$ cat src/hdl/lpbm_pkg.sv
`timescale 1ns / 1ps
// shared types, constants and helper functions for the lru page buffer manager
// no dependencies; imported by lru_page_buffer_manager_core

package lpbm_pkg;

    // default pool size and the request field widths
    localparam int LPBM_SLOTS = 16;
    localparam int TID_W      = 4;
    localparam int PAGE_W     = 32;
    localparam int PIN_W      = 8;
    localparam int SLOT_W     = 4;
    localparam int CFG_W      = 5;
    localparam int TAG_W      = TID_W + PAGE_W;

    // highest table id that a fetch may name
    localparam logic [7:0] TID_MAX = 8'd10;

    localparam logic [PIN_W-1:0] PIN_MAX   = 8'hFF;
    localparam logic [PIN_W-1:0] PIN_ZERO  = 8'h00;
    localparam logic [PIN_W-1:0] PIN_ONE   = 8'h01;
    localparam logic [CFG_W-1:0] CFG_RESET = 5'd16;

    // apb map: one 32-bit register, word index in paddr[2]
    localparam int APB_AW = 3;
    localparam int APB_DW = 32;
    localparam logic [0:0] REG_SLOTS_IN_USE = 1'b0;

    localparam logic REQ_FETCH   = 1'b0;
    localparam logic REQ_RELEASE = 1'b1;

    typedef enum logic [2:0] {
        ST_IDLE,
        ST_SCAN,
        ST_RD,
        ST_UPD,
        ST_L1,
        ST_L2,
        ST_L3,
        ST_FIN
    } state_t;

    typedef enum logic [1:0] {
        OP_HIT,
        OP_FILL,
        OP_EVICT,
        OP_REL
    } op_t;

    typedef struct packed {
        logic             dirty;
        logic [PIN_W-1:0] pins;
    } meta_t;

    typedef struct packed {
        logic [SLOT_W-1:0] slot;
        logic              hit;
        logic              need_read;
        logic              need_writeback;
        logic [TID_W-1:0]  victim_table;
        logic [PAGE_W-1:0] victim_page;
        logic [PIN_W-1:0]  pin_level;
    } result_t;

    function automatic logic [PIN_W-1:0] pin_up(input logic [PIN_W-1:0] p);
        return (p < PIN_MAX) ? p + PIN_ONE : PIN_MAX;
    endfunction

    function automatic logic [PIN_W-1:0] pin_dn(input logic [PIN_W-1:0] p);
        return (p > PIN_ZERO) ? p - PIN_ONE : PIN_ZERO;
    endfunction

endpackage

$ cat src/hdl/lru_page_buffer_manager_core.sv
`timescale 1ns / 1ps
// lru page buffer manager top level: tag lookup, recency list and apb register
// depends on lpbm_pkg and lpbm_ram

// Tag and replacement manager for a fully associative pool of SLOTS page buffers.
// A fetch word (req_type 0) looks up req_table/req_page among the filled slots;
// a hit moves the slot to the most recently used end and raises its pin count,
// a miss takes the next free slot while fewer than slots_in_use are filled, and
// otherwise evicts the least recently used slot and reports its table, page and
// dirty flag. A release word (req_type 1) lowers a slot's pin count, saturating
// at zero, and can mark it dirty. Fetches with a table id of 0 or above the table
// limit, and releases of unfilled slots, are dropped and give no result word.
// Rate: one request at a time. A release reads the slot's metadata and links,
// writes the new pin count and dirty flag and loads the result register. A fetch
// walks the tag memory one slot per cycle, then reads the slot's metadata and
// links and, unless a hit is already the head, rewrites the links through the
// single write port of each link memory: a hit or an eviction unlinks the slot,
// makes it the head and points the old head back at it; a fill skips the unlink.
// A result word still stalled in the output register holds the next result back
// until it is taken.
// All per-slot state sits in four registered-read rams (tag, pins/dirty, older
// and newer links); no unwritten entry is ever used, so there is no clearing pass
// after reset. Since one request finishes all its writes before the next is
// accepted, no forwarding is needed. The next request is accepted while a
// finished result word still waits in the output register.

module lru_page_buffer_manager_core #(
    parameter int SLOTS = lpbm_pkg::LPBM_SLOTS
) (
    input  logic                                clk,
    input  logic                                rst_n,
    // request channel
    input  logic                                in_valid,
    output logic                                in_stall,
    input  logic                                req_type,
    input  logic [lpbm_pkg::TID_W-1:0]          req_table,
    input  logic [lpbm_pkg::PAGE_W-1:0]         req_page,
    input  logic [lpbm_pkg::SLOT_W-1:0]         release_slot,
    input  logic                                set_dirty,
    // result channel
    output logic                                out_valid,
    input  logic                                out_stall,
    output logic [lpbm_pkg::SLOT_W-1:0]         slot,
    output logic                                hit,
    output logic                                need_read,
    output logic                                need_writeback,
    output logic [lpbm_pkg::TID_W-1:0]          victim_table,
    output logic [lpbm_pkg::PAGE_W-1:0]         victim_page,
    output logic [lpbm_pkg::PIN_W-1:0]          pin_level,
    // configuration
    input  logic                                psel,
    input  logic                                penable,
    input  logic                                pwrite,
    input  logic [lpbm_pkg::APB_AW-1:0]         paddr,
    input  logic [lpbm_pkg::APB_DW-1:0]         pwdata,
    output logic [lpbm_pkg::APB_DW-1:0]         prdata,
    output logic                                pready
);

    import lpbm_pkg::*;

    // slot index width and link width (links also hold the none code SLOTS)
    localparam int SW = $clog2(SLOTS);
    localparam int LW = $clog2(SLOTS + 1);
    localparam int CW = (LW > CFG_W) ? LW : CFG_W;
    localparam int RW = (LW > SLOT_W) ? LW : SLOT_W;
    localparam logic [LW-1:0] NONE = LW'(SLOTS);

    // control registers
    state_t          state_reg, state_next;
    logic [LW-1:0]   mru_reg, mru_next;
    logic [LW-1:0]   lru_reg, lru_next;
    logic [LW-1:0]   filled_reg, filled_next;
    logic [CFG_W-1:0] cfg_reg;
    logic            out_valid_reg, out_valid_next;
    logic            cmp_valid_reg, cmp_valid_next;

    // request and working registers
    logic [TID_W-1:0]  tid_reg, tid_next;
    logic [PAGE_W-1:0] pn_reg, pn_next;
    logic              dirty_in_reg, dirty_in_next;
    logic [SW-1:0]     s_reg, s_next;
    op_t               op_reg, op_next;
    logic [LW-1:0]     issue_reg, issue_next;
    logic [SW-1:0]     cmp_idx_reg, cmp_idx_next;
    logic [LW-1:0]     p_reg, p_next;
    logic [LW-1:0]     n_reg, n_next;
    logic [LW-1:0]     ma_reg, ma_next;
    logic [LW-1:0]     la_reg, la_next;
    result_t           res_reg, res_next;
    result_t           out_reg, out_next;

    // ram ports
    logic              tag_we;
    logic [SW-1:0]     tag_waddr, tag_raddr;
    logic [TAG_W-1:0]  tag_wdata, tag_rdata;
    logic              meta_we;
    logic [SW-1:0]     meta_waddr;
    meta_t             meta_wdata, meta_rdata;
    logic              older_we;
    logic [SW-1:0]     older_waddr;
    logic [LW-1:0]     older_wdata, older_rdata;
    logic              newer_we;
    logic [SW-1:0]     newer_waddr;
    logic [LW-1:0]     newer_wdata, newer_rdata;

    // decode helpers
    logic          in_accept;
    logic          out_free;
    logic          rel_ok;
    logic          tid_ok;
    logic          room;
    logic          scan_match;
    logic          scan_done;
    logic          at_mru;
    logic [CW-1:0] cfg_ext;
    logic [CW-1:0] cap;
    logic          cfg_write;

    lpbm_ram #(.WIDTH(TAG_W), .DEPTH(SLOTS)) u_tag_ram (
        .clk   (clk),
        .we    (tag_we),
        .waddr (tag_waddr),
        .wdata (tag_wdata),
        .raddr (tag_raddr),
        .rdata (tag_rdata)
    );

    lpbm_ram #(.WIDTH($bits(meta_t)), .DEPTH(SLOTS)) u_meta_ram (
        .clk   (clk),
        .we    (meta_we),
        .waddr (meta_waddr),
        .wdata (meta_wdata),
        .raddr (s_reg),
        .rdata (meta_rdata)
    );

    // next_older links: toward the lru end
    lpbm_ram #(.WIDTH(LW), .DEPTH(SLOTS)) u_older_ram (
        .clk   (clk),
        .we    (older_we),
        .waddr (older_waddr),
        .wdata (older_wdata),
        .raddr (s_reg),
        .rdata (older_rdata)
    );

    // prev_newer links: toward the mru end
    lpbm_ram #(.WIDTH(LW), .DEPTH(SLOTS)) u_newer_ram (
        .clk   (clk),
        .we    (newer_we),
        .waddr (newer_waddr),
        .wdata (newer_wdata),
        .raddr (s_reg),
        .rdata (newer_rdata)
    );

    // apb register: slots_in_use
    assign pready    = 1'b1;
    assign cfg_write = psel && penable && pwrite && pready && (paddr[2] == REG_SLOTS_IN_USE);
    assign prdata    = (paddr[2] == REG_SLOTS_IN_USE) ? APB_DW'(cfg_reg) : '0;

    // usable pool size: 0 acts as 1, above SLOTS acts as SLOTS
    assign cfg_ext = CW'(cfg_reg);
    assign cap     = (cfg_ext == '0) ? CW'(1) :
                     ((cfg_ext > CW'(SLOTS)) ? CW'(SLOTS) : cfg_ext);
    assign room    = CW'(filled_reg) < cap;

    assign in_accept = in_valid && !in_stall;
    assign in_stall  = (state_reg != ST_IDLE);
    assign out_free  = !out_valid_reg || !out_stall;

    // release of an unfilled slot is dropped
    assign rel_ok = RW'(release_slot) < RW'(filled_reg);
    assign tid_ok = (req_table != '0) && ({4'd0, req_table} <= TID_MAX);

    // tag walk: address issued one cycle, compared the next
    assign scan_match = cmp_valid_reg && (tag_rdata == {tid_reg, pn_reg});
    assign scan_done  = issue_reg >= filled_reg;
    assign at_mru     = (LW'(s_reg) == mru_reg);

    // next state
    always_comb
    begin
        state_next = state_reg;
        case (state_reg)
            ST_IDLE:
            begin
                if (in_accept)
                begin
                    if (req_type == REQ_RELEASE)
                    begin
                        state_next = rel_ok ? ST_RD : ST_IDLE;
                    end
                    else
                    begin
                        state_next = tid_ok ? ST_SCAN : ST_IDLE;
                    end
                end
            end
            ST_SCAN:
            begin
                if (scan_match)
                begin
                    state_next = ST_RD;
                end
                else if (scan_done)
                begin
                    // full pool with an empty list cannot evict
                    state_next = (room || (lru_reg != NONE)) ? ST_RD : ST_IDLE;
                end
            end
            ST_RD:
            begin
                state_next = ST_UPD;
            end
            ST_UPD:
            begin
                if ((op_reg == OP_REL) || ((op_reg == OP_HIT) && at_mru))
                begin
                    state_next = ST_FIN;
                end
                else if (op_reg == OP_FILL)
                begin
                    state_next = ST_L2;
                end
                else
                begin
                    state_next = ST_L1;
                end
            end
            ST_L1:
            begin
                state_next = ST_L2;
            end
            ST_L2:
            begin
                state_next = ST_L3;
            end
            ST_L3:
            begin
                state_next = ST_FIN;
            end
            ST_FIN:
            begin
                if (out_free)
                begin
                    state_next = ST_IDLE;
                end
            end
            default:
            begin
                state_next = ST_IDLE;
            end
        endcase
    end

    // ram controls
    always_comb
    begin
        tag_we      = 1'b0;
        tag_waddr   = s_reg;
        tag_wdata   = {tid_reg, pn_reg};
        tag_raddr   = (state_reg == ST_SCAN) ? SW'(issue_reg) : s_reg;
        meta_we     = 1'b0;
        meta_waddr  = s_reg;
        meta_wdata  = '{dirty: 1'b0, pins: PIN_ONE};
        older_we    = 1'b0;
        older_waddr = s_reg;
        older_wdata = ma_reg;
        newer_we    = 1'b0;
        newer_waddr = s_reg;
        newer_wdata = NONE;
        case (state_reg)
            ST_UPD:
            begin
                meta_we = 1'b1;
                case (op_reg)
                    OP_REL:
                    begin
                        meta_wdata = '{dirty: meta_rdata.dirty | dirty_in_reg,
                                       pins: pin_dn(meta_rdata.pins)};
                    end
                    OP_HIT:
                    begin
                        meta_wdata = '{dirty: meta_rdata.dirty,
                                       pins: pin_up(meta_rdata.pins)};
                    end
                    default:
                    begin
                        // refilled slot: clean, pinned once
                        tag_we     = 1'b1;
                        meta_wdata = '{dirty: 1'b0, pins: PIN_ONE};
                    end
                endcase
            end
            ST_L1:
            begin
                // unlink: neighbors point past this slot
                older_we    = (p_reg != NONE);
                older_waddr = SW'(p_reg);
                older_wdata = n_reg;
                newer_we    = (n_reg != NONE);
                newer_waddr = SW'(n_reg);
                newer_wdata = p_reg;
            end
            ST_L2:
            begin
                // slot becomes the head
                older_we    = 1'b1;
                older_waddr = s_reg;
                older_wdata = ma_reg;
                newer_we    = 1'b1;
                newer_waddr = s_reg;
                newer_wdata = NONE;
            end
            ST_L3:
            begin
                // old head now points back at this slot
                newer_we    = (ma_reg != NONE);
                newer_waddr = SW'(ma_reg);
                newer_wdata = LW'(s_reg);
            end
            default:
            begin
            end
        endcase
    end

    // working register updates
    always_comb
    begin
        mru_next       = mru_reg;
        lru_next       = lru_reg;
        filled_next    = filled_reg;
        out_valid_next = out_valid_reg;
        cmp_valid_next = cmp_valid_reg;
        tid_next       = tid_reg;
        pn_next        = pn_reg;
        dirty_in_next  = dirty_in_reg;
        s_next         = s_reg;
        op_next        = op_reg;
        issue_next     = issue_reg;
        cmp_idx_next   = cmp_idx_reg;
        p_next         = p_reg;
        n_next         = n_reg;
        ma_next        = ma_reg;
        la_next        = la_reg;
        res_next       = res_reg;
        out_next       = out_reg;

        if (out_valid_reg && !out_stall)
        begin
            out_valid_next = 1'b0;
        end

        case (state_reg)
            ST_IDLE:
            begin
                if (in_accept)
                begin
                    tid_next       = req_table;
                    pn_next        = req_page;
                    dirty_in_next  = set_dirty;
                    s_next         = SW'(release_slot);
                    op_next        = OP_REL;
                    issue_next     = '0;
                    cmp_valid_next = 1'b0;
                end
            end
            ST_SCAN:
            begin
                if (scan_match)
                begin
                    s_next  = cmp_idx_reg;
                    op_next = OP_HIT;
                end
                else if (scan_done)
                begin
                    if (room)
                    begin
                        s_next  = SW'(filled_reg);
                        op_next = OP_FILL;
                    end
                    else
                    begin
                        s_next  = SW'(lru_reg);
                        op_next = OP_EVICT;
                    end
                end
                else
                begin
                    cmp_idx_next   = SW'(issue_reg);
                    cmp_valid_next = 1'b1;
                    issue_next     = issue_reg + LW'(1);
                end
            end
            ST_UPD:
            begin
                p_next = newer_rdata;
                n_next = older_rdata;
                if (op_reg == OP_FILL)
                begin
                    ma_next     = mru_reg;
                    la_next     = lru_reg;
                    filled_next = filled_reg + LW'(1);
                end
                else
                begin
                    // list ends after this slot is unlinked
                    ma_next = (newer_rdata != NONE) ? mru_reg : older_rdata;
                    la_next = (older_rdata != NONE) ? lru_reg : newer_rdata;
                end

                res_next                = '0;
                res_next.slot           = SLOT_W'(s_reg);
                case (op_reg)
                    OP_REL:
                    begin
                        res_next.pin_level = pin_dn(meta_rdata.pins);
                    end
                    OP_HIT:
                    begin
                        res_next.hit       = 1'b1;
                        res_next.pin_level = pin_up(meta_rdata.pins);
                    end
                    OP_FILL:
                    begin
                        res_next.need_read = 1'b1;
                        res_next.pin_level = PIN_ONE;
                    end
                    default:
                    begin
                        res_next.need_read      = 1'b1;
                        res_next.need_writeback = meta_rdata.dirty;
                        res_next.victim_table   = tag_rdata[TAG_W-1:PAGE_W];
                        res_next.victim_page    = tag_rdata[PAGE_W-1:0];
                        res_next.pin_level      = PIN_ONE;
                    end
                endcase
            end
            ST_L3:
            begin
                mru_next = LW'(s_reg);
                lru_next = (ma_reg != NONE) ? la_reg : LW'(s_reg);
            end
            ST_FIN:
            begin
                if (out_free)
                begin
                    out_next       = res_reg;
                    out_valid_next = 1'b1;
                end
            end
            default:
            begin
            end
        endcase
    end

    // control state
    always_ff @(posedge clk or negedge rst_n)
    begin
        if (!rst_n)
        begin
            state_reg     <= ST_IDLE;
            mru_reg       <= NONE;
            lru_reg       <= NONE;
            filled_reg    <= '0;
            cfg_reg       <= CFG_RESET;
            out_valid_reg <= 1'b0;
            cmp_valid_reg <= 1'b0;
        end
        else
        begin
            state_reg     <= state_next;
            mru_reg       <= mru_next;
            lru_reg       <= lru_next;
            filled_reg    <= filled_next;
            out_valid_reg <= out_valid_next;
            cmp_valid_reg <= cmp_valid_next;
            if (cfg_write)
            begin
                cfg_reg <= pwdata[CFG_W-1:0];
            end
        end
    end

    // payload, no reset
    always_ff @(posedge clk)
    begin
        tid_reg      <= tid_next;
        pn_reg       <= pn_next;
        dirty_in_reg <= dirty_in_next;
        s_reg        <= s_next;
        op_reg       <= op_next;
        issue_reg    <= issue_next;
        cmp_idx_reg  <= cmp_idx_next;
        p_reg        <= p_next;
        n_reg        <= n_next;
        ma_reg       <= ma_next;
        la_reg       <= la_next;
        res_reg      <= res_next;
        out_reg      <= out_next;
    end

    // result word
    assign out_valid      = out_valid_reg;
    assign slot           = out_reg.slot;
    assign hit            = out_reg.hit;
    assign need_read      = out_reg.need_read;
    assign need_writeback = out_reg.need_writeback;
    assign victim_table   = out_reg.victim_table;
    assign victim_page    = out_reg.victim_page;
    assign pin_level      = out_reg.pin_level;

`ifndef NO_ASSERTIONS
    // both list ends are empty together
    a_list_ends: assert property (@(posedge clk) disable iff (!rst_n)
        (mru_reg == NONE) == (lru_reg == NONE))
        else $error("mru and lru disagree on an empty list");

    // between requests the list is empty exactly when no slot is filled
    a_empty_pool: assert property (@(posedge clk) disable iff (!rst_n)
        (state_reg == ST_IDLE) |-> ((filled_reg == '0) == (mru_reg == NONE)))
        else $error("list state does not match fill count");

    // a hit reads back the tag it matched
    a_hit_tag: assert property (@(posedge clk) disable iff (!rst_n)
        (state_reg == ST_UPD) && (op_reg == OP_HIT) |->
            (tag_rdata == {tid_reg, pn_reg}))
        else $error("hit slot tag changed before update");

    // the pool fills one slot at a time
    a_fill_step: assert property (@(posedge clk) disable iff (!rst_n)
        (filled_reg != $past(filled_reg)) |-> (filled_reg == $past(filled_reg) + LW'(1)))
        else $error("fill count jumped");
`endif

endmodule

$ cat src/hdl/lpbm_ram.sv
`timescale 1ns / 1ps
// generic simple dual-port ram: one write port, one read port, registered read
// no dependencies

module lpbm_ram #(
    parameter int WIDTH = 8,
    parameter int DEPTH = 16
) (
    input  logic                     clk,
    input  logic                     we,
    input  logic [$clog2(DEPTH)-1:0] waddr,
    input  logic [WIDTH-1:0]         wdata,
    input  logic [$clog2(DEPTH)-1:0] raddr,
    output logic [WIDTH-1:0]         rdata
);

    logic [WIDTH-1:0] mem [DEPTH];

    always_ff @(posedge clk)
    begin
        if (we)
        begin
            mem[waddr] <= wdata;
        end
        rdata <= mem[raddr];
    end

endmodule
$ cat config.mk
export PLATFORM = sky130hd
export DESIGN_NAME = lru_page_buffer_manager_core
export DESIGN_NICKNAME = d
export VERILOG_FILES = /design/src/hdl/lpbm_pkg.sv /design/src/hdl/lru_page_buffer_manager_core.sv /design/src/hdl/lpbm_ram.sv
export SDC_FILE = /design/constraint.sdc
export NUM_CORES = 1
export LEC_CHECK = 0
export ABC_AREA = 1
export BUFFER_PORTS_ARGS = -buffer_cell sky130_fd_sc_hd__buf_4
export CAP_MARGIN = 0
export CORE_ASPECT_RATIO = 0.75
export CORE_MARGIN = 3
export CORE_UTILIZATION = 55
export CTS_CLUSTER_DIAMETER = 40
export CTS_CLUSTER_SIZE = 30
export DETAILED_ROUTE_END_ITERATION = 7
export PLACE_DENSITY_LB_ADDON = 0.05
export SETUP_SLACK_MARGIN = 0.15
export SYNTH_ARGS = -nofsm -noshare
export SYNTH_HDL_FRONTEND = slang
export SYNTH_SLANG_ARGS = --single-unit
$ cat constraint.sdc
create_clock -name clk -period 10.4 [get_ports clk]
set_input_delay 0 -clock clk [delete_from_list [all_inputs] [get_ports clk]]
set_output_delay 0 -clock clk [all_outputs]
set_load 0.005 [all_outputs]
---- Word level (Yosys, flattened, before mapping) ----
Memories as Yosys holds them, arrays and structs flattened. A register that Yosys moved wholly into a read port is not among the register bits.
Cells that the tools add are included.
storage, ports and cells
  input port bits ......................... 84
  register bits after elaboration ......... 199
  output and inout bits ................... 86
  memory bits (writable) .................. 880
  memories kept ........................... 4
operators by class
  bitwise operators ....................... 4
  muxes and demuxes ....................... 64
  $lt $le $gt $ge ......................... 7
  reduce and logical (&&, ||, !) cells .... 29
  $add $sub $neg .......................... 4
  equal/unequal tests ..................... 22
memories
  name             words  width  read ports  clocked after memory_dff  wr ports  RTL line        source
  u_tag_ram.mem    16     36     1           1                         1         lpbm_ram.sv:17  logic [WIDTH-1:0] mem [DEPTH];
  u_meta_ram.mem   16     9      1           1                         1         lpbm_ram.sv:17
  u_newer_ram.mem  16     5      1           1                         1         lpbm_ram.sv:17
  u_older_ram.mem  16     5      1           1                         1         lpbm_ram.sv:17
operators with widths
  kind                 count
  $mux 5               12
  $eq 36x36->1         1
  $ne 5x5->1 const B   6
  $mux 4               6
  $pmux 3 s8           1
  $mux 1               20
  $pmux 5 s2           2
  $pmux 9 s2           1
  $mux 2               8
  $mux 8               2
  $pmux 4 s2           2
  $pmux 8 s2           1
  $eq 3x3->1 const B   4
  $mux 3               4
  $add 5x1->5 const B  2
  $mux 9               1
  $reduce_and 3->1     3
  $add 8x1->8 const B  1
  $gt 8x1->1 const B   1
  $logic_and 1x1->1    8
  $lt 8x8->1 const B   1
  $ne 2x2->1 const B   4
  $sub 8x1->8 const B  1
  $eq 3x2->1 const B   2
  27 further kinds     36

---- Depth between registers and ports, before layout ----
  depth after elaboration ................. 9
  mapped depth ............................ 15
  depth with buffers taken out ............ 15

---- Cells and area by module ----
From an unflattened synthesis, not the netlist that was laid out.
second synthesis, totals
  cell total of the unflattened synthesis .. 4673
  area total of the unflattened synthesis .. 48911.9 sq um
by module, submodules not included
  module                        area each (sq um)  cells an instance  seq. area each (sq um)  times used
  lpbm_ram at u_tag_ram         25394.4            2379               18017.3                 1
  lru_page_buffer_manager_core  9550.4             969                5854.4                  1
  lpbm_ram at u_newer_ram ...   3733.6             355                2502.4                  2
  lpbm_ram at u_meta_ram        6500.0             615                4504.3                  1

---- Least setup slack after synthesis ----
OpenSTA, ideal clock, no wires.
  path type ............................... register -> register
  start ................................... reg state_reg[0]
  end ..................................... mem u_tag_ram.mem[4][0] in the netlist's numbering (enable)
  library setup time ...................... 0.474 ns
  cell stages (with the launch flop) ...... 5
  data arrival time ....................... 5.794 ns
  path slack .............................. 4.132 ns
  required time ........................... 9.926 ns
  period minus slack after synthesis ...... 6.268 ns
  path through ............................ dfrtp_1 nand2_1 nor2_2 nand2_1 nor3_1
between the ends
  word-level cells in the longest chain between the ends .. 4
ends and longest elaborated chain
  what                          RTL line                             source
  start, declared               lru_page_buffer_manager_core.sv:70   state_t state_reg, state_next;
  start signal, assigned        lru_page_buffer_manager_core.sv:476  state_reg <= state_next;
  $eq 3x2->1                    lru_page_buffer_manager_core.sv:274  case (state_reg)
  $mux 1                        lru_page_buffer_manager_core.sv:274
  $mux 1                        lpbm_ram.sv:21                       if (we)
  $mux 1 (implied by the code)  lpbm_ram.sv:23                       mem[waddr] <= wdata;
  end, declared                 lpbm_ram.sv:17
Every way passes these cells.

---- Final worst setup path ----
  start ................................... reg state_reg[1]
  end ..................................... reg u_tag_ram.rdata[5] (read register of u_tag_ram.mem)
between the ends
  word-level cells in the longest chain between the ends .. 2
ends and longest elaborated chain
  what           RTL line                             source
  $eq 3x1->1     lru_page_buffer_manager_core.sv:264  tag_raddr = (state_reg == ST_SCAN) ? SW'(issue_reg) : s_reg;
  $mux 4         lru_page_buffer_manager_core.sv:264
  end, declared  lpbm_ram.sv:14                       output logic [WIDTH-1:0] rdata
Every way passes these cells.
A chain may end at the register's enable or synchronous reset.

==> flow_summary.ini <==
[route]
wl_mm = 118
drtAntennaViolNets = 0
drc = 0
drt_iter0_markers = 3787
viasPerCell = 6.01
wl_per_cell_um = 24.2
num_vias = 29257
dr.pass1.iters = 6

[sta]
setup_viol = 0
fin_crit_sh_pct = 41.6
finClkSkew_ns = 0.0286
slew_viol_final = 0
clock.fmax_ghz = 0.231
rsz0062_at_grt = false
finalCriticalPeriod_ns = 4.33
hold_viol = 0
tightestPinTransition_ns = 1.45
final.setup.tns_ns = 0
timing.slew.headroom_pct = 3.64
setup_ws_ns = 6.07

[finish]
regArea_um2 = 33400
multi_input_area_um2 = 9860
reg.largest.list = u_tag_ram.mem x576, u_meta_ram.mem x144
diodes = 0
final_cell_mix = edfxtp_1 (1,054), inv_1 (335), o21ai_0 (322)
layout_commonest_cell = edfxtp_1
regMostFlops = u_tag_ram.mem
fillers = 5890
final_cells = 4866
largest_reg_flops = 576
area_growth_syn_to_layout_pct = 15.8
drive_gt1_share_pct = 11.5
nets = 3812

[floorplan]
initial_core_util_pct = 55.9
die_w_um = 338
coreArea_um2 = 81100
ios = 170
rows = 90
die_y_um = 255
die_area_um2 = 86000

[place]
hpwl_mm = 64.2
preCtsSetupSlack_ns = 6.26
port_buffers = 112
placed_cells = 4547
routabilityCongestion = 0.891

[critical_path]
cp_slowest_stage_delay_ns = 0.87
r2r_end = u_tag_ram.rdata[5]
worstRegToRegCells = 11
cp-end-kind = flop
path_depth = 11
crit_chain = inv_2 > nand3_4 > inv_2 > nand2_4 > nand2_8 > buf_12 > a21oi_1 > o21ai_0 > o21ai_0 > o211ai_1 > nand2_1
cpLargestDelayFamily = simple AND/OR/NAND/NOR gates
crit_end = u_tag_ram.rdata[5]
cp.required_ns = 10.98
start_kind = flop
crit_buf_inv = 3
rr_startpoint = state_reg[1]
startpoint = state_reg[1]
crit_type = flop to flop
crit_arrival_ns = 4.90
worst-path-max-fanout = 251
reg2reg_slack_ns = 6.07
cp_slowest_cell = nand2_8

[power]
clkPwrFrac_pct = 31.1
peakVddDrop_mv = 0.334
p_comb_share_pct = 29.1
p_per_area_nw_per_um2 = 291
p_sw_share_pct = 35.3
p_seq_share_pct = 39.7
p_leak_nw = 18.8
p_sw_mw = 5.40
p_int_mw = 9.87

[hold_path]
hold_path.class = input port to flop

[yosys]
syn_area_per_cell_um2 = 12.9
synth_area_um2 = 45400
yosysUniqueCellTypes = 49
ys_seq_elements = 1134
synthCells = 3529
synthFlopType = edfxtp_1
yosys_warnings = 0
synthArstFlopShare_pct = 2.20
synth_edf_count = 1054
seq_area_frac_synth_pct = 73.6

[global_route]
grt_pass1_wl_mm = 172
grt.total_usage_pct = 27.3
antenna_found_initial = 1
grt_max_degree = 252
grt_pass1_vias = 27120
grt_overflow = 0

[clock_tree]
cts_tree = done
cts_buffers = 131
ctsResizeCount = 0
cts_sinks = 1134
cts.path.max_buffers = 3
clk_pin_slew_ns = 0.06
htree_num_levels = 4
clk_latency_ns = 0.72
root_buffer = clkbuf_16
postCtsSetupRepairBufs = 0

[run_status]
status = complete, no violations

[run]
drv_cap = 0
through the flow:
stage	utilization, %	hold slack (ns)	cell area [um2]	total power, mW
floorplan	-	-0.296	45500	8.98
global placement	58.1	-0.0749	47100	10.3
detailed placement	58.1	-0.0691	47100	10.5
CTS	64.8	0.00417	52500	15.3
global route	64.8	0.0163	52500	16.0
finish	64.8	0.0449	52500	15.3
layer usage:
metal  track usage, %  part of all wire (%)  vias to the layer above
met2             38.6                    43                     1381
met5                0                     0                        -
met4             7.28                   1.8                        0
met1             42.5                    45                    14473
met3             6.68                    11                      158
li1                 -                     -                    13245
power by group through the flow:
stage,Combinational (mW),Clock [mW],Sequential (mW)
after floorplan,3.00,0,5.98
after global placement,4.22,0,6.12
after detailed placement,4.33,0,6.14
after CTS,4.39,4.82,6.05
after global routing,4.91,5.02,6.10
final,4.45,4.75,6.06
synthesized netlist by cell type (22+ instances only):
cell,count,area [um2]
o21ai_0,322,1610
o211ai_1,144,1080
nor2_1,159,597
inv_1,335,1260
nand2_1,298,1120
buf_4,34,255
dfrtp_1,22,551
clkbuf_1,93,349
a21oi_1,314,1570
o21ai_1,32,160
nor3_1,28,140
dfxtp_1,55,1100
buf_1,23,86.3
edfxtp_1,1054,31700
nand3_1,239,1200
a31oi_1,74,463
a22oi_1,76,571
buf_2,76,380
cells by family (layout without fill, tap and decap cells):
logic type                 count (synthesis)  after routing  synth area share [%]
and+or+nand+nor                          796            796                  7.77
adders and majority gates                 21             21                 0.579
buffers and inverters                    572            825                  5.23
AOI/OAI and AO/OA                        980            980                  12.3
xor gates and xnor gates                  23             23                 0.444
muxes                                      1              1                0.0248
other                                      2             28                0.0166
DFF                                     1134           1134                  73.6
area by class of cell:
class / instances / share of cell area, %
clock buffers: 156 / 6.88
inverters: 345 / 2.47
well taps: 1058 / 2.52
flip-flops and latches: 1134 / 63.6
clock inverters: 78 / 1.78
repair buffers: 246 / 3.99
multi-input cells: 1849 / 18.8
timing repair:
action / CTS / global route
endpoints found under the hold margin: 77 / 0
hold buffers: 85 / 0
endpoints found under the setup margin: 0 / 0
how the worst min path moves through the flow:
stage | endpoint | cells after the start | slack, ns | start
final | pn_reg[6] | 2 | 0.04 | req_page[6]
after CTS | pn_reg[11] | 2 | 0.004 | req_page[11]
after global routing | pn_reg[6] | 2 | 0.02 | req_page[6]
after floorplan | cfg_ext[0] | 0 | -0.30 | rst_n
after detailed placement | cfg_ext[0] | 1 | -0.07 | rst_n
after global placement | cfg_ext[0] | 1 | -0.07 | rst_n
Note: power is estimated with default switching activity, not from simulation.
